File: src/mprj_pkg.sv
// Shared constants, codes and types for the pose residual and Jacobian core.
`timescale 1ns / 1ps

package mprj_pkg;

	// Default lane width and the fixed widths of the fields.
	localparam int LANE_BITS_DEF = 21;
	localparam int FIELD_W = 63;
	localparam int RES_W = 32;
	localparam int KIND_W = 2;

	// Configuration register file.
	localparam int NUM_CFG = 8;
	localparam int CFG_IDX_W = 3;
	localparam logic [CFG_IDX_W-1:0] CFG_ROT_I_ROW0 = 3'd0;
	localparam logic [CFG_IDX_W-1:0] CFG_ROT_I_ROW1 = 3'd1;
	localparam logic [CFG_IDX_W-1:0] CFG_ROT_I_ROW2 = 3'd2;
	localparam logic [CFG_IDX_W-1:0] CFG_TRANS_I = 3'd3;
	localparam logic [CFG_IDX_W-1:0] CFG_ROT_J_ROW0 = 3'd4;
	localparam logic [CFG_IDX_W-1:0] CFG_ROT_J_ROW1 = 3'd5;
	localparam logic [CFG_IDX_W-1:0] CFG_ROT_J_ROW2 = 3'd6;
	localparam logic [CFG_IDX_W-1:0] CFG_TRANS_J = 3'd7;

	// Correspondence kinds.
	localparam logic [KIND_W-1:0] KIND_PLANE_POINT = 2'd0;
	localparam logic [KIND_W-1:0] KIND_POINT_PLANE = 2'd1;
	localparam logic [KIND_W-1:0] KIND_POINT_POINT = 2'd2;
	localparam logic [KIND_W-1:0] KIND_UNUSED = 2'd3;

	// Index of the final row of a point-point correspondence.
	localparam logic [1:0] LAST_PP_ROW = 2'd2;

	// Control that travels with every row through the pipeline.
	typedef struct packed {
		logic       swap;
		logic       pp;
		logic       last;
		logic [1:0] row;
	} row_ctl_t;

endpackage

File: src/mprj_row_issue.sv
// Input stage: holds one correspondence and issues its rows one per cycle while the pipeline accepts them.
`timescale 1ns / 1ps

module mprj_row_issue (
	input  logic                           clk,
	input  logic                           arst_n,
	input  logic                           in_valid,
	output logic                           in_stall,
	input  logic [mprj_pkg::KIND_W-1:0]    kind,
	input  logic [mprj_pkg::FIELD_W-1:0]   point_i,
	input  logic [mprj_pkg::FIELD_W-1:0]   point_j,
	input  logic [mprj_pkg::FIELD_W-1:0]   normal,
	output logic                           iss_valid,
	input  logic                           iss_ready,
	output mprj_pkg::row_ctl_t             iss_ctl,
	output logic [mprj_pkg::FIELD_W-1:0]   iss_pi,
	output logic [mprj_pkg::FIELD_W-1:0]   iss_pj,
	output logic [mprj_pkg::FIELD_W-1:0]   iss_n
);

	logic                         hold_q;
	logic [1:0]                   row_q;
	logic [mprj_pkg::KIND_W-1:0]  kind_q;
	logic [mprj_pkg::FIELD_W-1:0] pi_q;
	logic [mprj_pkg::FIELD_W-1:0] pj_q;
	logic [mprj_pkg::FIELD_W-1:0] n_q;
	logic                         is_pp;
	logic                         is_last;
	logic                         done;
	logic                         take;

	// The held item leaves once its last row is taken; a new beat may enter then.
	assign is_pp = (kind_q == mprj_pkg::KIND_POINT_POINT);
	assign is_last = !is_pp || (row_q == mprj_pkg::LAST_PP_ROW);
	assign done = hold_q && iss_ready && is_last;
	assign in_stall = hold_q && !done;
	assign take = in_valid && !in_stall;

	// Hold flag and row counter.
	always_ff @(posedge clk or negedge arst_n) begin
		if (!arst_n) begin
			hold_q <= 1'b0;
			row_q <= 2'd0;
		end else if (take) begin
			hold_q <= (kind != mprj_pkg::KIND_UNUSED);
			row_q <= 2'd0;
		end else if (done) begin
			hold_q <= 1'b0;
		end else if (hold_q && iss_ready) begin
			row_q <= row_q + 2'd1;
		end
	end

	// Item payload.
	always_ff @(posedge clk) begin
		if (take) begin
			kind_q <= kind;
			pi_q <= point_i;
			pj_q <= point_j;
			n_q <= normal;
		end
	end

	assign iss_valid = hold_q;
	assign iss_ctl.swap = (kind_q == mprj_pkg::KIND_POINT_PLANE);
	assign iss_ctl.pp = is_pp;
	assign iss_ctl.last = is_last;
	assign iss_ctl.row = row_q;
	assign iss_pi = pi_q;
	assign iss_pj = pj_q;
	assign iss_n = n_q;

endmodule

File: config.mk
export PLATFORM = sky130hd
export DESIGN_NAME = mprj_row_issue
export DESIGN_NICKNAME = d
export VERILOG_FILES = /design/src/mprj_pkg.sv /design/src/mprj_row_issue.sv
export SDC_FILE = /design/constraint.sdc
export NUM_CORES = 1
export LEC_CHECK = 0
export BUFFER_PORTS_ARGS = -buffer_cell sky130_fd_sc_hd__buf_2
export CELL_PAD_IN_SITES_DETAIL_PLACEMENT = 1
export CELL_PAD_IN_SITES_GLOBAL_PLACEMENT = 1
export CORE_AREA = 2 2 153 155
export DETAILED_ROUTE_END_ITERATION = 10
export DIE_AREA = 0 0 155 157
export GPL_TIMING_DRIVEN = 0
export PLACE_DENSITY_LB_ADDON = 0.1
export SLEW_MARGIN = 20
export SYNTH_ARGS = -nofsm -noshare
export SYNTH_HDL_FRONTEND = slang
export SYNTH_SLANG_ARGS = --single-unit
File: constraint.sdc
create_clock -name clk -period 9.3 [get_ports clk]
set_input_delay 0.93 -clock clk [delete_from_list [all_inputs] [get_ports clk]]
set_output_delay 0.93 -clock clk [all_outputs]
set_load 0.01 [all_outputs]
==> results of run 1 <==
## kinds of logic (layout without fill, tap and decap cells)
| group | count (synthesis) | count (layout) | share of synthesized area |
|---|---|---|---|
| flops | 194 | 194 | 0.9750 |
| fa+ha+maj | 1 | 1 | 0.002099 |
| simple gates | 10 | 10 | 0.01176 |
| compound gates | 5 | 5 | 0.007350 |
| buf+inv | 4 | 433 | 0.003779 |
| other cells | 0 | 4 | 0 |
## power groups by stage
stage | Combinational, mW | Sequential, mW | Clock (mW)
after global routing | 0.194 | 1.05 | 0.792
after floorplan | 0.0284 | 1.10 | 0
after detailed placement | 0.183 | 1.06 | 0
final | 0.178 | 1.04 | 0.731
after global placement | 0.164 | 1.08 | 0
after CTS | 0.183 | 1.04 | 0.760
## per-layer routing
layer / vias up / part of all wire
met3: 15 / 0.099
met5: - / 0
li1: 1698 / -
met1: 1815 / 0.34
met4: 0 / 0.012
met2: 213 / 0.55
## metrics by stage
step                      hold WS [ps]  instance area, sq um  cells
after floorplan                  564.3                  5962    214
after global placement           521.6                  8270    889
after detailed placement         545.5                  8438    896
after CTS                        274.1                  9025    928
after global routing             273.1                  9027    929
final                            298.5                  9035    932
## cell type report
| class | instances | area, sq um |
|---|---|---|
| Clock inverter | 12 | 150.1 |
| Tap cell | 285 | 356.6 |
| Buffer | 2 | 15.01 |
| Antenna cell | 4 | 10.01 |
| Timing Repair Buffer | 397 | 2115 |
| Fill cell | 2357 | 13470 |
| Inverter | 2 | 7.507 |
| Clock buffer | 20 | 436.7 |
| Multi-Input combinational cell | 16 | 133.9 |
| Sequential cell | 194 | 5811 |
## path summary, 6_finish.rpt
check | slack (ps) | end | from | cells after the start
max | 6360 | in_stall | row_q[0] | 5
min | 300 | row_q[0] | arst_n | 1
max reg2reg | 6810 | iss_pi[17] | row_q[0] | 8
min reg2reg | 560 | row_q[1] | row_q[1] | 1
max in group asynchronous | 8890 | iss_valid | arst_n | 1
min in group clk | 560 | row_q[1] | row_q[1] | 1
## registers in the layout, indices dropped and copies added, names as in the netlist
signal     count
iss_n         63
iss_pi        63
iss_pj        63
kind_q         2
row_q          2
iss_valid      1
## synthesized netlist by cell type (all sizes together), types with 2 or more instances
library cell	instances
nor2b	2
edfxtp	191
inv	2
nor3	2
buf	2
nand2	2
dfrtp	3
==> impl_metrics.py, run 1 <==
metrics = {
    "status": {
        "run_status": "completed",
    },
    "timing": {
        "timing_hold_violations_final": 0,
        "slew_headroom": 0.5508,
        "rsz0062_at_grt": "no",
        "fin_ws_ps": 6356,
        "setup_tns_ps": 0,
        "finClkSkew_ps": 7.546,
        "period_share": 0.3165,
        "max_slew.worst_pin.slew_ps": 672.3,
        "layout_min_cycle_time_ps": 2944,
        "final-max-slew-violation-count": 0,
        "max_freq_mhz": 339.7,
        "setup_violations": 0,
    },
    "pwr": {
        "p_clk_frac": 0.374,
        "irDropWorstVdd_mv": 0.09795,
        "comb_power_share": 0.091,
        "p_int_mw": 1.513,
        "p_switching_mw": 0.4404,
        "powerDensity_nw_per_um2": 216.2,
        "p_leak_nw": 3.812,
        "finalPower_mw": 1.953,
        "sw_frac_of_total": 0.2255,
        "p_seq_frac": 0.534,
    },
    "finish": {
        "final_common_cell": "buf_2",
        "final_util": 0.4015,
        "final_cell_mix": "buf_2, edfxtp_1, clkbuf_16",
        "area_growth_pct": 51.61,
        "drive_gt1_frac": 0.6750,
        "layout.nets": 826,
    },
    "setup_path": {
        "crit_buf_inv": 2,
        "cp.arrival_ps": 2010,
        "cp.required_ps": 8370,
        "cp_top_family": "simple AND/OR/NAND/NOR gates",
        "crit_fanout": 4,
        "cpMaxStageDelayCell": "or3b_4",
        "max_stage_delay_ps": 440,
        "crit_path_end_kind": "output pin",
        "path_cells": "inv_1 -> ha_1 -> or3b_4 -> a21boi_2 -> buf_2",
        "critPathLaunchType": "register",
        "critPathKind": "register to output pin",
    },
    "clocking": {
        "cts_tree": "built",
        "clock_sinks": 194,
        "cts_buffer_depth": 2,
        "cts.repair.resized": 0,
        "root_buffer": "clkbuf_16",
        "ctsHoldBuffers": 0,
        "insertion_delay_ps": 420,
        "clk_pin_slew_worst_paths_ps": 70,
        "cts_htree_levels": 4,
        "post_cts_buffers": 0,
        "numCtsBuffers": 17,
    },
    "synthesis": {
        "synth_ff_type": "edfxtp_1",
        "yosysWarnings": 0,
        "async_flop_share": 0.01546,
        "synth_seq_cells": 194,
        "yosys.area.top_type": "edfxtp_1",
        "syn_inst": 214,
        "synth_top_area_frac": 0.9624,
        "ys_seq_area_frac": 0.9750,
        "syn_area_sq_um": 5959,
        "synth-edff-count": 191,
        "synth_cell_type_count": 19,
        "synth_nets": 410,
        "avgSynthCellArea_sq_um": 27.85,
        "synthTopCellsByArea": "edfxtp_1, dfrtp_1, buf_4, ha_1, a21boi_2",
    },
    "route": {
        "post_drt_wl_per_cell_um": 18.05,
        "viasPerCell": 4.014,
        "dr.pass1.iters": 4,
        "ant_nets": 0,
        "via_count": 3741,
        "drt_iter0_markers": 174,
        "wirelength_mm": 16.83,
        "drc_errors": 0,
    },
    "die": {
        "die_x_um": 155,
        "die_y_um": 157,
        "start_util": 0.2648,
        "rows": 55,
        "io_pins": 391,
        "core_area_sq_um": 22500,
        "die-area_sq_um": 24340,
    },
    "placement": {
        "gp_congestion": 0.7586,
        "portBuffers": 390,
        "hpwl_mm": 13.38,
        "dp_slack_ps": 6562,
    },
    "global_route": {
        "grt_pass1_wl_mm": 23.97,
        "overflow": 0,
        "grt_use_met2": 0.2485,
        "grt_pass1_vias": 4144,
        "grt_max_degree": 32,
        "grt_util_met1": 0.1322,
        "met3_usage": 0.06222,
        "antenna_found_initial": 3,
        "top_usage_layer": "met2",
        "grt_usage": 0.1344,
    },
    "flow_run": {
        "drv_cap": 0,
    },
    "hold_path": {
        "hold_class": "primary input to async pin",
    },
}
Note: power is estimated with default switching activity, not from simulation.
==> run 2: changes to the inputs <==
- ABC_AREA: unset -> 1
- clock period: 9.3 -> 2.6 ns (I/O delays scaled with it)
==> run 2 against run 1 <==
Combinational power grew to 4.9 times the previous value; clock skew hardly changed; via count is 20% higher; sequential share of layout area is 11 points lower; first-iteration DRC count is 12% lower; die area stayed put; register-to-register slack worse by 6500 ps; final area is 21% higher.
==> impl_metrics.py, run 2 <==
metrics = {
    "status": {
        "run_status": "completed",
    },
    "setup_path": {
        "crit_path_end_kind": "register",
        "cp.arrival_ps": 2440,
        "crit_fanout": 29,
        "critPathLaunchType": "register",
        "critPathKind": "register to register",
        "cp.required_ps": 2720,
        "reg2reg_depth": 8,
        "r2r-end": "iss_pj[9]",
        "r2r-start": "row_q[0]",
        "crit_start": "row_q[0]",
        "reg2reg_setup_slack_ps": 280,
    },
    "global_route": {
        "grt_max_degree": 31,
        "grt_pass1_vias": 5153,
        "grt_usage": 0.1557,
        "overflow": 0,
        "grt_pass1_wl_mm": 28.19,
        "antenna_found_initial": 2,
    },
    "synthesis": {
        "async_flop_share": 0.01546,
        "synth_top_area_frac": 0.9636,
        "synth_ff_type": "edfxtp_1",
        "synth_nets": 419,
        "synth-edff-count": 191,
        "synth.most_common_cell": "edfxtp_1",
        "yosysWarnings": 0,
        "synthTopCellsByCount": "edfxtp_1, nand2_1, inv_1",
        "syn_area_sq_um": 5952,
        "avgSynthCellArea_sq_um": 26.69,
        "syn_inst": 223,
        "yosys.area.top_type": "edfxtp_1",
        "synth_seq_cells": 194,
        "synthTopCellsByArea": "edfxtp_1, dfrtp_1, nand2_1, inv_1, buf_4",
        "synth_cell_type_count": 13,
        "ys_seq_area_frac": 0.9762,
    },
    "clocking": {
        "cts_htree_levels": 4,
        "insertion_delay_ps": 420,
        "clk_pin_slew_worst_paths_ps": 70,
        "numCtsBuffers": 17,
        "cts_buffer_depth": 2,
        "cts_tree": "built",
        "clock_sinks": 194,
        "root_buffer": "clkbuf_16",
    },
    "finish": {
        "final_util": 0.4842,
        "instances_no_fill": 1125,
        "final_cell_area_sq_um": 10900,
        "nFillCells": 2303,
        "layout.nets": 1022,
        "drive_gt1_frac": 0.5191,
        "final_common_cell": "buf_2",
        "final_cell_mix": "buf_2, edfxtp_1, dlygate4sd3_1",
        "seqCellArea_sq_um": 5811,
        "area_growth_pct": 83.08,
        "multi_input_area_sq_um": 120.1,
    },
    "flow_run": {
        "drv_cap": 0,
    },
    "route": {
        "ant_nets": 0,
        "via_count": 4503,
        "drc_errors": 0,
        "dr.pass1.iters": 4,
        "viasPerCell": 4.003,
        "post_drt_wl_per_cell_um": 17.14,
        "wirelength_mm": 19.28,
        "drt_iter0_markers": 153,
    },
    "placement": {
        "placed_cells": 905,
        "dp_slack_ps": 252.5,
        "gp_congestion": 0.7274,
        "portBuffers": 390,
        "dpl_cell_area_sq_um": 8447,
        "hpwl_mm": 13.60,
    },
    "timing": {
        "max_freq_mhz": 430.8,
        "final-max-slew-violation-count": 0,
        "layout_min_cycle_time_ps": 2321,
        "slew_headroom": 0.4758,
        "finClkSkew_ps": 7.682,
        "rsz0062_at_grt": "no",
        "period_share": 0.8928,
        "max_slew.worst_pin.slew_ps": 784.4,
        "setup_violations": 0,
        "fin_ws_ps": 278.8,
        "timing_hold_violations_final": 0,
        "setup_tns_ps": 0,
        "worst_hold_slack_ps": 24.36,
    },
    "die": {
        "start_util": 0.2645,
        "core_area_sq_um": 22500,
        "die_y_um": 157,
        "die_x_um": 155,
        "rows": 55,
        "io_pins": 391,
        "die-area_sq_um": 24340,
    },
    "hold_path": {
        "hold_class": "primary input to register",
        "hp-start": "point_i[43]",
        "holdPathEnd": "iss_pi[43]",
        "hold_depth": 1,
    },
    "pwr": {
        "p_leak_nw": 4.607,
        "powerDensity_nw_per_um2": 659.1,
        "finalPower_mw": 7.182,
        "irDropWorstVdd_mv": 0.4439,
    },
}
-- run 2: cell types whose count changed in the layout (fill, tap and decap cells not counted), sizes merged, moves of 2 or more --
| cell | delta |
|---|---|
| clkinvlp | -2 |
| nor2b | -2 |
| nor2 | +3 |
| dlygate4sd3 | +187 |
| nand2 | +8 |
| clkinv | +4 |
| diode | -2 |
| clkbuf | -3 |
| inv | +7 |
-- run 2: repair_timing --
item,CTS,global route
hold endpoints to repair,179,10
resized for setup,0,0
hold buffers,177,10
setup buffers,0,0
-- run 2: area by class of cell --
| class | instances | area share |
|---|---|---|
| Timing Repair Buffer | 584 | 0.3658 |
| Antenna cell | 2 | 0.0004593 |
| Buffer | 2 | 0.001378 |
| Inverter | 8 | 0.002756 |
| Clock inverter | 14 | 0.01355 |
| Tap cell | 285 | 0.03272 |
| Clock buffer | 17 | 0.03904 |
| Sequential cell | 194 | 0.5332 |
| Multi-Input combinational cell | 19 | 0.01102 |
-- run 2: worst max path at each step --
stage / to / slack (ps) / cells after the start
2_1_floorplan: iss_n[0] / -1510 / 6
3_3_place_gp: iss_pj[41] / -2580 / 6
3_5_place_dp: iss_pj[3] / 250 / 8
4_1_cts: iss_pj[9] / 220 / 8
5_1_grt: iss_pj[9] / 130 / 8
6_report: iss_pj[9] / 280 / 8
-- run 2: where the power goes --
part	switching [mW]	total (mW)	internal, mW	leakage (nW)
clock	1.21	2.56	1.35	0.276
sequential	0.0533	3.74	3.69	1.84
combinational	0.414	0.879	0.465	2.49
total	1.68	7.18	5.50	4.61
-- run 2: cells by family after synthesis --
family                   count (synthesis)  synth area share
AO/OA/AOI/OAI                            1         0.0008401
flip-flops                             194            0.9762
buffers and inverters                   10          0.007567
adder cells (fa/ha/maj)                  1          0.002102
AND/OR/NAND/NOR                         17           0.01324
-- run 2: layer usage --
metal | share of wire | GRT usage | vias up
met5 | 0 | 0 | -
met4 | 0.028 | 0.06614 | 0
met3 | 0.096 | 0.06828 | 35
met2 | 0.53 | 0.2851 | 250
met1 | 0.34 | 0.1528 | 2134
li1 | - | - | 2084
-- run 2: critical path: stages, from the launching register on --
cell	delay, ps
dfrtp_1	400
inv_1	90
ha_2	190
inv_2	40
nand4_4	70
nand2_4	70
nor2_4	630
buf_12	280
buf_12	210
