### config.mk
export PLATFORM = sky130hd
export DESIGN_NAME = mprj_out_stage
export DESIGN_NICKNAME = d
export VERILOG_FILES = /design/src/mprj_pkg.sv /design/src/mprj_out_stage.sv
export SDC_FILE = /design/constraint.sdc
export NUM_CORES = 1
export LEC_CHECK = 0
export BUFFER_PORTS_ARGS = -buffer_cell sky130_fd_sc_hd__buf_2
export CORE_AREA = 3 3 312 314
export CTS_BUF_LIST = sky130_fd_sc_hd__clkbuf_8
export DETAILED_ROUTE_END_ITERATION = 8
export DIE_AREA = 0 0 315 317
export MAX_ROUTING_LAYER = met4
export PLACE_DENSITY = 0.48
export SYNTH_ARGS = -nofsm -noshare
export SYNTH_HDL_FRONTEND = slang
export SYNTH_SLANG_ARGS = --single-unit
### constraint.sdc
create_clock -name clk -period 9.8 [get_ports clk]
set_clock_uncertainty 0.2 [all_clocks]
set_input_delay 0 -clock clk [delete_from_list [all_inputs] [get_ports clk]]
set_output_delay 0 -clock clk [all_outputs]
set_load 0.01 [all_outputs]
### src/mprj_pkg.sv
// Shared constants, codes and types for the pose residual and Jacobian core.
`timescale 1ns / 1ps

package mprj_pkg;

	// Default lane width and the fixed widths of the fields.
	localparam int LANE_BITS_DEF = 21;
	localparam int FIELD_W = 63;
	localparam int RES_W = 32;
	localparam int KIND_W = 2;

	// Configuration register file.
	localparam int NUM_CFG = 8;
	localparam int CFG_IDX_W = 3;
	localparam logic [CFG_IDX_W-1:0] CFG_ROT_I_ROW0 = 3'd0;
	localparam logic [CFG_IDX_W-1:0] CFG_ROT_I_ROW1 = 3'd1;
	localparam logic [CFG_IDX_W-1:0] CFG_ROT_I_ROW2 = 3'd2;
	localparam logic [CFG_IDX_W-1:0] CFG_TRANS_I = 3'd3;
	localparam logic [CFG_IDX_W-1:0] CFG_ROT_J_ROW0 = 3'd4;
	localparam logic [CFG_IDX_W-1:0] CFG_ROT_J_ROW1 = 3'd5;
	localparam logic [CFG_IDX_W-1:0] CFG_ROT_J_ROW2 = 3'd6;
	localparam logic [CFG_IDX_W-1:0] CFG_TRANS_J = 3'd7;

	// Correspondence kinds.
	localparam logic [KIND_W-1:0] KIND_PLANE_POINT = 2'd0;
	localparam logic [KIND_W-1:0] KIND_POINT_PLANE = 2'd1;
	localparam logic [KIND_W-1:0] KIND_POINT_POINT = 2'd2;
	localparam logic [KIND_W-1:0] KIND_UNUSED = 2'd3;

	// Index of the final row of a point-point correspondence.
	localparam logic [1:0] LAST_PP_ROW = 2'd2;

	// Control that travels with every row through the pipeline.
	typedef struct packed {
		logic       swap;
		logic       pp;
		logic       last;
		logic [1:0] row;
	} row_ctl_t;

endpackage

### src/mprj_out_stage.sv
// Output register: final rounding, saturation, packing and Jacobian ordering.
`timescale 1ns / 1ps

module mprj_out_stage #(
	parameter int LANE_BITS = mprj_pkg::LANE_BITS_DEF,
	localparam int L = LANE_BITS,
	localparam int F = LANE_BITS - 2,
	localparam int RSW = 2 * LANE_BITS + 10 - (LANE_BITS - 2),
	localparam int ANW = 2 * LANE_BITS + 5 - (LANE_BITS - 2),
	localparam int CW = 2 * LANE_BITS + 9,
	localparam int CBW = 2 * LANE_BITS + 7,
	localparam int SW = LANE_BITS + 12
) (
	input  logic                                 clk,
	input  logic                                 arst_n,
	input  logic                                 up_valid,
	output logic                                 up_ready,
	input  mprj_pkg::row_ctl_t                   up_ctl,
	input  logic signed [RSW-1:0]                up_res,
	input  logic signed [CW-1:0]                 up_c [3],
	input  logic signed [CBW-1:0]                up_cb [3],
	input  logic signed [ANW-1:0]                up_an [3],
	input  logic signed [ANW-1:0]                up_bn [3],
	output logic                                 out_valid,
	input  logic                                 out_stall,
	output logic signed [mprj_pkg::RES_W-1:0]    row_residual,
	output logic [mprj_pkg::FIELD_W-1:0]         h1_rotation,
	output logic [mprj_pkg::FIELD_W-1:0]         h1_translation,
	output logic [mprj_pkg::FIELD_W-1:0]         h2_rotation,
	output logic [mprj_pkg::FIELD_W-1:0]         h2_translation,
	output logic                                 last_row,
	output logic                                 saturated
);

	localparam logic signed [F:0] HALF = {1'b0, 1'b1, {(F-1){1'b0}}};
	localparam logic signed [SW-1:0] LANE_MAX = {{(SW-L+1){1'b0}}, {(L-1){1'b1}}};
	localparam logic signed [SW-1:0] LANE_MIN = {{(SW-L+1){1'b1}}, {(L-1){1'b0}}};
	localparam logic signed [63:0] RES_MAX = {{33{1'b0}}, {31{1'b1}}};
	localparam logic signed [63:0] RES_MIN = {{33{1'b1}}, {31{1'b0}}};

	// Clip to a signed lane; the top bit of the result flags a clip.
	function automatic logic [L:0] sat_lane(input logic signed [SW-1:0] x);
		if (x > LANE_MAX) begin
			return {1'b1, LANE_MAX[L-1:0]};
		end else if (x < LANE_MIN) begin
			return {1'b1, LANE_MIN[L-1:0]};
		end
		return {1'b0, x[L-1:0]};
	endfunction

	logic signed [CW-1:0]  ct [3];
	logic signed [CBW-1:0] cbt [3];
	logic [L:0]            ar [3];
	logic [L:0]            at [3];
	logic [L:0]            br [3];
	logic [L:0]            bt [3];
	logic signed [63:0]    res_ext;
	logic signed [mprj_pkg::RES_W-1:0] res_sat;
	logic                  res_clip;
	logic [mprj_pkg::FIELD_W-1:0] ar_f, at_f, br_f, bt_f;
	logic                  any_clip;
	logic                  en;

	// Round the cross products, clip every lane and pack.
	always_comb begin
		any_clip = 1'b0;
		ar_f = '0;
		at_f = '0;
		br_f = '0;
		bt_f = '0;
		for (int k = 0; k < 3; k++) begin
			ct[k] = up_c[k] + HALF;
			cbt[k] = up_cb[k] + HALF;
			ar[k] = sat_lane(SW'($signed(ct[k][CW-1:F])));
			br[k] = sat_lane(SW'($signed(cbt[k][CBW-1:F])));
			at[k] = sat_lane(-SW'(up_an[k]));
			bt[k] = sat_lane(SW'(up_bn[k]));
			any_clip = any_clip | ar[k][L] | br[k][L] | at[k][L] | bt[k][L];
			ar_f[k*L +: L] = ar[k][L-1:0];
			at_f[k*L +: L] = at[k][L-1:0];
			br_f[k*L +: L] = br[k][L-1:0];
			bt_f[k*L +: L] = bt[k][L-1:0];
		end
		res_ext = 64'(up_res);
		res_clip = 1'b1;
		if (res_ext > RES_MAX) begin
			res_sat = RES_MAX[mprj_pkg::RES_W-1:0];
		end else if (res_ext < RES_MIN) begin
			res_sat = RES_MIN[mprj_pkg::RES_W-1:0];
		end else begin
			res_sat = res_ext[mprj_pkg::RES_W-1:0];
			res_clip = 1'b0;
		end
	end

	assign en = !out_valid || !out_stall;
	assign up_ready = en;

	always_ff @(posedge clk or negedge arst_n) begin
		if (!arst_n) begin
			out_valid <= 1'b0;
		end else if (en) begin
			out_valid <= up_valid;
		end
	end

	// A point-plane row was computed with the poses swapped; put H1 and H2 back.
	always_ff @(posedge clk) begin
		if (en) begin
			row_residual <= res_sat;
			h1_rotation <= up_ctl.swap ? br_f : ar_f;
			h1_translation <= up_ctl.swap ? bt_f : at_f;
			h2_rotation <= up_ctl.swap ? ar_f : br_f;
			h2_translation <= up_ctl.swap ? at_f : bt_f;
			last_row <= up_ctl.last;
			saturated <= any_clip | res_clip;
		end
	end

endmodule

==> results of run 1 <==
## cell usage after synthesis, drive strengths merged, types with 30 or more instances
cell	n
a21oi	135
and3	30
clkbuf	94
edfxtp	286
inv	31
mux2i	122
nand2	138
nand3	83
nand4	63
nor2	238
nor3	66
nor4	49
o21a	47
o21ai	101
o22a	68
xnor2	102
xor2	87
## metal layers
layer	global-route usage	vias to the layer above	routed length, um
met3	0.03682	217	6124
met4	0.08575	0	4426
met2	0.2988	865	44680
met5	-	-	0
met1	0.2098	10845	37510
li1	-	10592	-
## through the flow
stage | setup slack (ns) | hold slack (ns) | total power (uW) | cell area, um2 | util
2_1_floorplan | 2.362 | -0.4956 | 1934 | 19450 | -
3_3_place_gp | 5.472 | -0.4237 | 2306 | 24380 | 0.2570
3_5_place_dp | 5.451 | -0.4232 | 2306 | 24380 | 0.2570
4_1_cts | 4.099 | 0.006107 | 3887 | 33360 | 0.3516
5_1_grt | 3.721 | 0.06708 | 4044 | 33400 | 0.3521
6_report | 4.034 | 0.07113 | 3851 | 33410 | 0.3522
## flip-flops by register name (all words and copies together), names as in the netlist
signal          flops
h2_translation     63
out_valid           1
h2_rotation        63
row_residual       32
saturated           1
last_row            1
h1_translation     63
h1_rotation        63
## power breakdown
group	switching (uW)	internal [uW]
Clock	604	654
Combinational	536	526
Sequential	35.6	1500
Total	1180	2670
## cell families after synthesis
kind of cell | after synthesis | synth area share
simple gates | 793 | 0.2097
buf+inv | 138 | 0.02823
compound gates | 462 | 0.1558
xor+xnor | 189 | 0.08606
fa+ha+maj | 13 | 0.008232
mux | 133 | 0.06914
flops | 287 | 0.4428
## path summary, 6_finish.rpt
path                                             from                           end  slack [ns]  depth (start not counted)
worst max-delay path                        up_cb[19]           saturated$_DFFE_PP_        4.03                         17
worst max register to register  out_valid$_DFFE_PN0P_  h2_translation[38]$_DFFE_PP_        6.55                          3
worst min register to register  out_valid$_DFFE_PN0P_     h1_rotation[59]$_DFFE_PP_        0.90                          1
min in group asynchronous                      arst_n         out_valid$_DFFE_PN0P_        0.46                          4
worst min-delay path                        up_cb[44]     h2_rotation[42]$_DFFE_PP_        0.07                          6
max in group asynchronous                      arst_n         out_valid$_DFFE_PN0P_        8.83                          4
## what timing repair did
action                                  4_1_cts  5_1_grt
hold buffers                                787        0
hold endpoints to repair                    329        0
endpoints found under the setup margin        0        0
## cell type report
type / instances / area share
diodes: 21 / 0.001573
clock buffers: 58 / 0.02389
clock inverters: 46 / 0.008987
inverters: 31 / 0.003632
multi-input cells: 1590 / 0.3102
flip-flops and latches: 287 / 0.2578
well taps: 1265 / 0.04737
repair buffers: 1508 / 0.3466
## worst max-delay path, delay by kind of cell
kind / cells / cell delay, ns
muxes: 1 / 0.13
adders and majority gates: 1 / 0.19
and+or+nand+nor: 6 / 1.80
xor gates and xnor gates: 1 / 0.22
AOI/OAI and AO/OA: 1 / 0.16
buffers and inverters: 7 / 3.50
==> summary.md, run 1 <==
| Metric | Value |
|---|---|
| Vias in the first global route | `roughly 23000` |
| RSZ-0062 raised after global routing | `false` |
| Post-Syn Area | `~0.02 mm2` |
| Max-Slew Margin vs Limit | `0.2547` |
| CP max-delay cell | `dlygate4sd3_1` |
| Grt ovf | `0` |
| Final Hold Vio Count | `0` |
| #FFs+latches synth | `approximately 290` |
| EDFF count, synth | `286` |
| Post-synthesis sequential area ratio | `0.4428` |
| Post-synth top area cell | `edfxtp_1` |
| Most common cell after layout, fill and taps aside | `dlygate4sd3_1` |
| DRC | `0` |
| 1st-pass router iterations | `5` |
| CTS Buffer Depth | `3` |
| Syn_area_per_cell | `between 9 and 10 um2` |
| Post-CTS Resized | `0` |
| Hpwl dp | `~66 mm` |
| Worst hold path class | `primary input to register` |
| Main flop type after synthesis | `edfxtp_1` |
| Cell total after placement | `roughly 4000` |
| CTS tree | `done` |
| Min Tclk post-route | `approximately 5.8 ns` |
| Die Height | `between 300 and 400 um` |
| Non-filler instance count after layout | `slightly below 5000` |
| Synth Warn # | `0` |
| Most frequent cells in the layout | `dlygate4sd3_1 (787), buf_2 (685), edfxtp_1 (286), nor2_1 (237), nand2_1 (137)` |
| Largest net degree at the start of global routing | `a little over 70` |
| Crit share post-route | `0.5883` |
| DRT antenna net count | `0` |
| Postcts setup bufs | `0` |
| DR WL/cell | `around 19 um` |
| Leak | `0.01293 uW` |
| Initial cell density of the core | `0.2051` |
| Worst Path Class, Setup | `primary input to register` |
| Via count | `roughly 23000` |
| Crit end category | `register` |
| Fillcell total | `9715` |
| Syn-to-layout area delta | `71.75%` |
| Die ar. | `0.09986 mm2` |
| Critical Path Fanout Max | `5` |
| Multi-input logic area | `0.01036 mm2` |
| Aggregate routed wire length | `between 90 and 100 mm` |
| Seq. cell area | `roughly 0.0086 mm2` |
| Crit-path most repeated cell | `dlygate4sd3_1` |
| Critical Path AT | `approximately 6 ns` |
| Std-Cell Core Area | `roughly 0.095 mm2` |
| Buffers added on ports | `~690` |
| Row count | `between 100 and 150` |
| CP peak stage delay | `~0.58 ns` |
| Iteration-0 DRC Markers | `approximately 1500` |
| DR vias/cell | `~4.7` |
| Fmax | `~170 MHz` |
| Crit path cell chain | `dlygate4sd3_1 -> buf_2 -> ha_1 -> nand4_1 -> nor3_1 -> nand3_1 -> xnor2_1 -> nand4_1 -> dlygate4sd3_1 -> a21o_1 -> dlygate4sd3_1 -> mux2i_1 -> dlygate4sd3_1 -> nand3b_1 -> dlygate4sd3_1 -> or4_1 -> dlygate4sd3_1` |
| First-pass GRT wire length | `134.8 mm` |
| Clk Latency, worst-skew pair | `~0.7 ns` |
| Async SR Flop Fraction | `0.003484` |
| Worst VDD drop | `a little over 80 uV` |
| Max-capacitance violation count | `0` |
| Nets | `between 3000 and 4000` |
| Layout cells sized above 1 | `0.2432` |
| Syn nets | `between 2000 and 3000` |
| Num ports | `798` |
| Area contributors post-synth | `edfxtp_1 (44%), mux2i_1 (6.3%), xnor2_1 (4.6%), nor2_1 (4.6%), xor2_1 (3.9%)` |
| Slew @ Worst Pin | `approximately 1.1 ns` |
| Top cell type's share of synthesized area | `0.4415` |
| Unique masters post-synth | `79` |
| Total GRT Usage | `0.1805` |
| Max-slew violations | `0` |
| Clock H-tree levels | `2` |
| Sum Neg Setup Slack | `0 ns` |
| Initial antenna violation count | `23` |
| Worst-path clk slew | `about 0.050 ns` |
| Root Driver | `clkbuf_8` |
| Clock Sink Count | `287` |
| Die width | `around 320 um` |
| Synth Instances | `approximately 2000` |
| Startpoint Class | `primary input` |
| Status | `finished clean` |
| Worst path required time | `10.04 ns` |
| CTS Buf Count | `between 50 and 60` |
| RePlAce Congestion | `between 0.8 and 0.9` |
| Setup-failing EPs final | `0` |
| PwrDens | `115.3 mW/mm2` |
No activity file was read; power rests on OpenSTA's default activity.
==> run 2, diff against run 1 <==
--- a/config.mk
+++ b/config.mk
@@ -5,13 +5,14 @@
 export SDC_FILE = /design/constraint.sdc
 export NUM_CORES = 1
 export LEC_CHECK = 0
+export ABC_AREA = 1
 export BUFFER_PORTS_ARGS = -buffer_cell sky130_fd_sc_hd__buf_2
-export CORE_AREA = 3 3 312 314
+export CORE_AREA = 3 3 309 311
 export CTS_BUF_LIST = sky130_fd_sc_hd__clkbuf_8
 export DETAILED_ROUTE_END_ITERATION = 8
-export DIE_AREA = 0 0 315 317
+export DIE_AREA = 0 0 312 314
 export MAX_ROUTING_LAYER = met4
-export PLACE_DENSITY = 0.48
+export PLACE_DENSITY = 0.52
 export SYNTH_ARGS = -nofsm -noshare
 export SYNTH_HDL_FRONTEND = slang
 export SYNTH_SLANG_ARGS = --single-unit
==> constraint.sdc (replaced) <==
create_clock -name clk -period 5.7 [get_ports clk]
set_clock_uncertainty 0.2 [all_clocks]
set_input_delay 0 -clock clk [delete_from_list [all_inputs] [get_ports clk]]
set_output_delay 0 -clock clk [all_outputs]
set_load 0.01 [all_outputs]
==> run 2 against run 1 <==
  * Global-route usage up 3.9 points
  * Highest routed layer unchanged
  * Routed wire length up 17%
  * Critical path type unchanged
  * Core utilization up 3.1 points
  * Die area down 1.9%
  * Clock-buffer cell count down 2
  * Via count up 23%
==> summary.md, run 2 <==
| Metric | Value |
|---|---|
| Multi-input logic area | `0.01271 mm2 (+23%)` |
| DRT antenna net count | `0 (unchanged)` |
| Post-synth top area cell | `edfxtp_1` |
| Aggregate routed wire length | `108.1 mm (+17%)` |
| Hold endpoint | `saturated$_DFFE_PP_` |
| Synth Instances | `3427 (+70%)` |
| Largest net degree at the start of global routing | `129 (+82%)` |
| Post-synthesis sequential area ratio | `0.3779 (-0.06487)` |
| Worst path required time | `5.95 ns (-4.09 ns)` |
| Unique masters post-synth | `49 (-38%)` |
| Most frequent cells in the layout | `nand2_1 (1472), dlygate4sd3_1 (714), buf_2 (685), nor2_1 (446), edfxtp_1 (286)` |
| Top cell type's share of synthesized area | `0.3768 (-0.06468)` |
| Buffers added on ports | `686 (unchanged)` |
| Layout cells sized above 1 | `0.1914 (-0.05180)` |
| Cell internal pwr | `4462 uW (+67%)` |
| Syn nets | `3949 (+56%)` |
| Power share of the clock group | `0.313 (-0.014)` |
| Main flop type after synthesis | `edfxtp_1` |
| Max-slew violations | `0 (unchanged)` |
| Slew @ Worst Pin | `1.091 ns (-0.02353 ns)` |
| Switching share of power | `0.3257 (+0.02030)` |
| Die ar. | `0.09797 mm2 (-1.9%)` |
| Hold Path Depth | `11 (+5)` |
| Die width | `312 um (-0.95%)` |
| HP Start | `up_an[82]` |
| R2R depth | `2 (-1)` |
| DRC | `0 (unchanged)` |
| Leak | `0.01601 uW (+24%)` |
| Fmax | `just over 200 MHz` |
| Sum Neg Setup Slack | `0 ns (unchanged)` |
| Post-Syn Area | `0.02279 mm2 (+17%)` |
| Die Height | `314 um (-0.95%)` |
| Setup-failing EPs final | `0 (unchanged)` |
| CTS Buffer Depth | `3 (unchanged)` |
| Fillcell total | `9898 (+1.9%)` |
| Initial cell density of the core | `0.2450 (+0.03990)` |
| Status | `finished clean` |
| Seq. cell area | `0.008613 mm2 (unchanged)` |
| RePlAce Congestion | `0.9492 (+6.5%)` |
| RSZ-0062 raised after global routing | `false` |
| CTS tree | `done` |
| Total GRT Usage | `0.2193 (+0.03876)` |
| Critical Path AT | `5.14 ns (-0.87 ns)` |
| Worst Path Class, Setup | `primary input to register` |
| Synth Warn # | `0 (unchanged)` |
| Clock H-tree levels | `2 (unchanged)` |
| Max-capacitance violation count | `0 (unchanged)` |
| Clock Sink Count | `287 (unchanged)` |
| Clk Latency, worst-skew pair | `0.68 ns (-0.02 ns)` |
| Most common cell after layout, fill and taps aside | `nand2_1` |
| Gate power share | `0.288 (+0.012)` |
| DR WL/cell | `17.70 um (-8.3%)` |
| Hpwl dp | `83.30 mm (+27%)` |
| Startpoint Class | `primary input` |
| #FFs+latches synth | `287 (unchanged)` |
| Min Tclk post-route | `slightly below 5 ns` |
| 1st-pass router iterations | `6 (+1)` |
| EDFF count, synth | `286 (unchanged)` |
| Critical Path Fanout Max | `21 (+16)` |
| Crit share post-route | `0.8581` |
| Postcts setup bufs | `0 (unchanged)` |
| Post-synth top cells | `nand2_1 (1474), nor2_1 (446), edfxtp_1 (286), inv_1 (242), nand3_1 (206)` |
| Nets | `5309 (+33%)` |
| FF-to-FF End | `h1_rotation[9]$_DFFE_PP_` |
| Num ports | `798 (unchanged)` |
| R2r startpoint | `out_valid$_DFFE_PN0P_` |
| Area contributors post-synth | `edfxtp_1 (38%), nand2_1 (24%), nor2_1 (7.3%), nand3_1 (4.5%), inv_1 (4.0%)` |
| Grt ovf | `0 (unchanged)` |
| DR vias/cell | `4.531 (-3.3%)` |
| FF-to-FF setup slack | `3.43 ns (-3.12 ns)` |
| Row count | `112 (-0.88%)` |
| Vias in the first global route | `27235 (+21%)` |
| Max-Slew Margin vs Limit | `0.2675 (+0.01281)` |
| Worst VDD drop | `141.4 uV (+75%)` |
| CTS Buf Count | `56 (-3.4%)` |
| Via count | `27677 (+23%)` |
| Crit end category | `register` |
| Tot Pwr | `6617 uW (+72%)` |
| Async SR Flop Fraction | `0.003484 (unchanged)` |
| Syn_area_per_cell | `6.651 um2 (-31%)` |
| Sequential share of power | `0.399 (about the same)` |
| Syn-to-layout area delta | `56.56%` |
| PwrDens | `185.4 mW/mm2 (+61%)` |
| Worst-path clk slew | `0.07 ns (+0.02 ns)` |
| NetSw | `2155 uW (+83%)` |
| Initial antenna violation count | `26 (+13%)` |
| Iteration-0 DRC Markers | `1907 (+24%)` |
| Top-count cell post-synth | `nand2_1` |
| First-pass GRT wire length | `161.4 mm (+20%)` |
| Worst hold path class | `primary input to register` |
| Final Hold Vio Count | `0 (unchanged)` |
| Std-Cell Core Area | `0.09305 mm2 (-1.9%)` |
| Root Driver | `clkbuf_8` |
## run 2: cell count changes in the layout (fill, tap and decap cells not counted), sizes merged, moves of 122 or more
cell / before / now
nand2: 138 / 1517
mux2i: 122 / 0
nand3: 83 / 212
a21oi: 135 / 4
nor2: 238 / 491
inv: 50 / 272
## run 2: cell type report
class / count / area share
antenna: 27 / 0.001893
clock buffer: 56 / 0.02160
clock inverter: 43 / 0.007609
inverter: 256 / 0.02714
multi-input combinational: 2774 / 0.3561
sequential: 287 / 0.2414
tap: 1254 / 0.04397
timing repair buffer: 1412 / 0.3003
## run 2: worst max-delay path by stage
stage                                        end             startpoint  slack [ns]
finish              h2_translation[54]$_DFFE_PP_               up_an[1]        0.81
CTS                 h2_translation[54]$_DFFE_PP_               up_an[1]        0.94
global route        h2_translation[54]$_DFFE_PP_               up_an[1]        0.53
floorplan               h1_rotation[0]$_DFFE_PP_  out_valid$_DFFE_PN0P_        1.11
detailed placement     h2_rotation[26]$_DFFE_PP_               up_c[69]        2.10
global placement        h2_rotation[1]$_DFFE_PP_             up_cb[116]        2.19
## run 2: worst max-delay path, stage by stage
cell,delay [ns]
dlygate4sd3_1,0.56
buf_2,0.13
inv_1,0.08
ha_1,0.21
nand3_1,0.20
nor2_4,0.24
nand2_1,0.13
nand2_1,0.08
dlygate4sd3_1,0.54
o21ai_0,0.11
dlygate4sd3_1,0.58
inv_1,0.07
nand2_1,0.05
nor2_1,0.11
nand2_1,0.08
nor2_1,0.09
nand2_1,0.07
nand3_2,0.32
nand2_1,0.16
nand2_1,0.10
dlygate4sd3_1,0.56
o21ai_0,0.07
dlygate4sd3_1,0.58
## run 2: cell families (layout without fill, tap and decap cells)
logic type	Yosys count	in the layout	synth area share
DFF	287	287	0.3779
adders and majority gates	12	12	0.006587
buffers and inverters	366	1767	0.06609
other	0	27	0
xor gates and xnor gates	132	132	0.05105
and+or+nand+nor	2368	2368	0.4328
AOI/OAI and AO/OA	262	262	0.06560
## run 2: repair_timing
| item | CTS | global route |
|---|---|---|
| endpoints found under the hold margin | 326 | 0 |
| gates resized for setup | 0 | 0 |
| hold buffers | 714 | 0 |
## run 2: power groups by stage
stage	Clock (uW)	Combinational (uW)	Sequential, uW
floorplan	0	641	2800
global placement	0	1450	2670
detailed placement	0	1450	2680
CTS	2150	1900	2640
global route	2250	2090	2650
finish	2070	1910	2640
## run 2: stage by stage
stage | hold WS (ns) | setup slack [ns] | instances | util | cell area [um2]
after floorplan | -0.4956 | 1.113 | 3427 | - | 22800
after global placement | -0.4249 | 2.195 | 5269 | 0.2948 | 27430
after detailed placement | -0.4249 | 2.104 | 5269 | 0.2948 | 27430
after CTS | 0.009107 | 0.9445 | 6082 | 0.3828 | 35620
after global routing | 0.04671 | 0.5295 | 6107 | 0.3834 | 35680
final | 0.05718 | 0.8089 | 6109 | 0.3835 | 35680
## run 2: layer usage
metal / global-route usage / vias up / wire length (um)
met5: - / - / 0
li1: - / 13793 / -
met1: 0.2546 / 12837 / 44320
met2: 0.3737 / 885 / 52450
met3: 0.05214 / 162 / 7769
met4: 0.07094 / 0 / 3611
==> run 3, diff against run 2 <==
--- a/config.mk
+++ b/config.mk
@@ -13,6 +13,8 @@
 export DIE_AREA = 0 0 312 314
 export MAX_ROUTING_LAYER = met4
 export PLACE_DENSITY = 0.52
+export RECOVER_POWER = 25
+export SKIP_LAST_GASP = 1
 export SYNTH_ARGS = -nofsm -noshare
 export SYNTH_HDL_FRONTEND = slang
 export SYNTH_SLANG_ARGS = --single-unit
==> run 3 against run 2 <==
  * Sequential power is essentially flat
  * Via count is essentially flat
  * Critical endpoint unchanged
  * Critical path type unchanged
  * Hold slack lost 0.0036 ns
==> summary.md, run 3 (synthesis results as in run 2) <==
| Metric | Value |
|---|---|
| Status | `finished clean` |
| Crit share post-route | `0.8593 (+0.001198)` |
| Worst VDD drop | `139.0 uV (-1.7%)` |
| CTS Buffer Depth | `3 (unchanged)` |
| Leak | `0.01543 uW (-3.6%)` |
| CTS tree | `done` |
| Cell internal pwr | `4425 uW (-0.84%)` |
| First-pass GRT wire length | `161.4 mm (unchanged)` |
| Std-Cell Core Area | `0.09305 mm2 (unchanged)` |
| Critical Path Fanout Max | `21 (unchanged)` |
| Aggregate routed wire length | `108.3 mm (+0.15%)` |
| Met3 Track Usage GR | `0.05214 (unchanged)` |
| Hpwl dp | `83.30 mm (unchanged)` |
| Final instance area | `0.03542 mm2 (-0.75%)` |
| Startpoint Class | `primary input` |
| RSZ-0062 raised after global routing | `false` |
| Die ar. | `0.09797 mm2 (unchanged)` |
| Crit end category | `register` |
| Max-capacitance violation count | `0 (unchanged)` |
| Most Used Layer, Global Route | `met2` |
| Die width | `312 um (unchanged)` |
| Switching share of power | `0.3280 (+0.002324)` |
| DRC | `0 (unchanged)` |
| Post-CTS Resized | `0 (unchanged)` |
| Initial antenna violation count | `26 (unchanged)` |
| Non-filler instance count after layout | `6108 (-0.016%)` |
| Max-Slew Margin vs Limit | `0.2658 (-0.001673)` |
| Gate power share | `0.284 (-0.004)` |
| Row count | `112 (unchanged)` |
| Power share of the clock group | `0.314 (about the same)` |
| Cell total after placement | `5269 (unchanged)` |
| NetSw | `2160 uW (+0.21%)` |
| Met1 Use GR | `0.2546 (unchanged)` |
| Setup-failing EPs final | `0 (unchanged)` |
| Grt met2 use | `0.3737 (unchanged)` |
| Worst-path clk slew | `0.07 ns (about the same)` |
| DR vias/cell | `4.533 (about the same)` |
| Most common cell after layout, fill and taps aside | `nand2_1` |
| Initial cell density of the core | `0.2450 (unchanged)` |
| RePlAce Congestion | `0.9492 (unchanged)` |
| DR WL/cell | `17.73 um (+0.17%)` |
| Max-slew violations | `0 (unchanged)` |
| Largest net degree at the start of global routing | `129 (unchanged)` |
| Worst path required time | `5.95 ns (about the same)` |
| Grt ovf | `0 (unchanged)` |
| Buffers added on ports | `686 (unchanged)` |
| CTS Buf Count | `56 (unchanged)` |
| Syn-to-layout area delta | `55.38%` |
| PwrDens | `185.9 mW/mm2 (+0.26%)` |
| Post-placement cell area | `0.02743 mm2 (unchanged)` |
| Sequential share of power | `0.401 (+0.002)` |
| Slew @ Worst Pin | `1.093 ns (+0.002491 ns)` |
| Sum Neg Setup Slack | `0 ns (unchanged)` |
| 1st-pass router iterations | `6 (unchanged)` |
| Clk Latency, worst-skew pair | `0.68 ns (about the same)` |
| Hold_ws | `0.05358 ns (-0.003604 ns)` |
| Most frequent cells in the layout | `nand2_1 (1472), dlygate4sd3_1 (714), buf_2 (472), nor2_1 (446), edfxtp_1 (286)` |
| Worst Path Class, Setup | `primary input to register` |
| Total GRT Usage | `0.2193 (unchanged)` |
| Die Height | `314 um (unchanged)` |
| Nets | `5309 (unchanged)` |
| Via count | `27689 (+0.043%)` |
| Fmax | `204.2 MHz (-0.14%)` |
| Clock Sink Count | `287 (unchanged)` |
| Clock H-tree levels | `2 (unchanged)` |
| Num ports | `798 (unchanged)` |
| Critical Path AT | `5.15 ns (about the same)` |
| Layout cells sized above 1 | `0.1473 (-0.04412)` |
| Iteration-0 DRC Markers | `1852 (-2.9%)` |
| Vias in the first global route | `27235 (unchanged)` |
| Final Hold Vio Count | `0 (unchanged)` |
| Min Tclk post-route | `4.898 ns (+0.006830 ns)` |
| Root Driver | `clkbuf_8` |
| Worst hold path class | `primary input to register` |
| DRT antenna net count | `0 (unchanged)` |
-- run 3: worst max-delay path, stage by stage --
cell	delay [ns]
dlygate4sd3_1	0.56
buf_2	0.13
inv_1	0.08
ha_1	0.21
nand3_1	0.20
nor2_4	0.25
nand2_1	0.13
nand2_1	0.08
dlygate4sd3_1	0.54
o21ai_0	0.11
dlygate4sd3_1	0.58
inv_1	0.07
nand2_1	0.05
nor2_1	0.11
nand2_1	0.08
nor2_1	0.09
nand2_1	0.07
nand3_2	0.33
nand2_1	0.16
nand2_1	0.09
dlygate4sd3_1	0.56
o21ai_0	0.07
dlygate4sd3_1	0.58
-- run 3: layout make-up --
cell class	count	area [um2]
fill	10014	57630
multi-input combinational	2774	12710
timing repair buffer	1412	10450
sequential	287	8613
tap	1254	1569
inverter	256	968.4
clock buffer	56	770.7
clock inverter	43	271.5
antenna	26	65.06
-- run 3: final timing paths --
| path | start | endpoint | slack, ns | cells after the start |
|---|---|---|---|---|
| worst max-delay path | up_an[1] | h2_translation[54]$_DFFE_PP_ | 0.80 | 23 |
| worst min-delay path | up_an[82] | saturated$_DFFE_PP_ | 0.05 | 11 |
| worst max register to register | out_valid$_DFFE_PN0P_ | h1_rotation[9]$_DFFE_PP_ | 3.44 | 2 |
| worst min register to register | out_valid$_DFFE_PN0P_ | h1_translation[14]$_DFFE_PP_ | 1.00 | 1 |
| max in group asynchronous | arst_n | out_valid$_DFFE_PN0P_ | 4.69 | 4 |
| min in group asynchronous | arst_n | out_valid$_DFFE_PN0P_ | 0.51 | 4 |
-- run 3: power groups by stage --
| stage | logic (uW) | clock network (uW) | registers [uW] |
|---|---|---|---|
| final | 1870 | 2070 | 2640 |
| after global routing | 2050 | 2250 | 2660 |
| after CTS | 1900 | 2150 | 2640 |
| after detailed placement | 1450 | 0 | 2680 |
| after global placement | 1450 | 0 | 2670 |
| after floorplan | 641 | 0 | 2800 |
-- run 3: what timing repair did --
| item | in CTS | in global routing |
|---|---|---|
| setup buffers | 0 | 0 |
| endpoints found under the hold margin | 326 | 0 |
| hold buffers | 714 | 0 |
| endpoints found under the setup margin | 0 | 0 |
-- run 3: metrics by stage --
stage / util / power (uW) / worst slack, ns
6_report: 0.3806 / 6585 / 0.8021
5_1_grt: 0.3806 / 6961 / 0.5295
4_1_cts: 0.3828 / 6688 / 0.9445
3_5_place_dp: 0.2948 / 4128 / 2.104
3_3_place_gp: 0.2948 / 4125 / 2.195
2_1_floorplan: - / 3440 / 1.113
-- run 3: layer usage --
metal	vias up	routed length, um
met1	12813	44550
met3	162	7697
met5	-	0
met2	916	52390
li1	13798	-
met4	0	3665
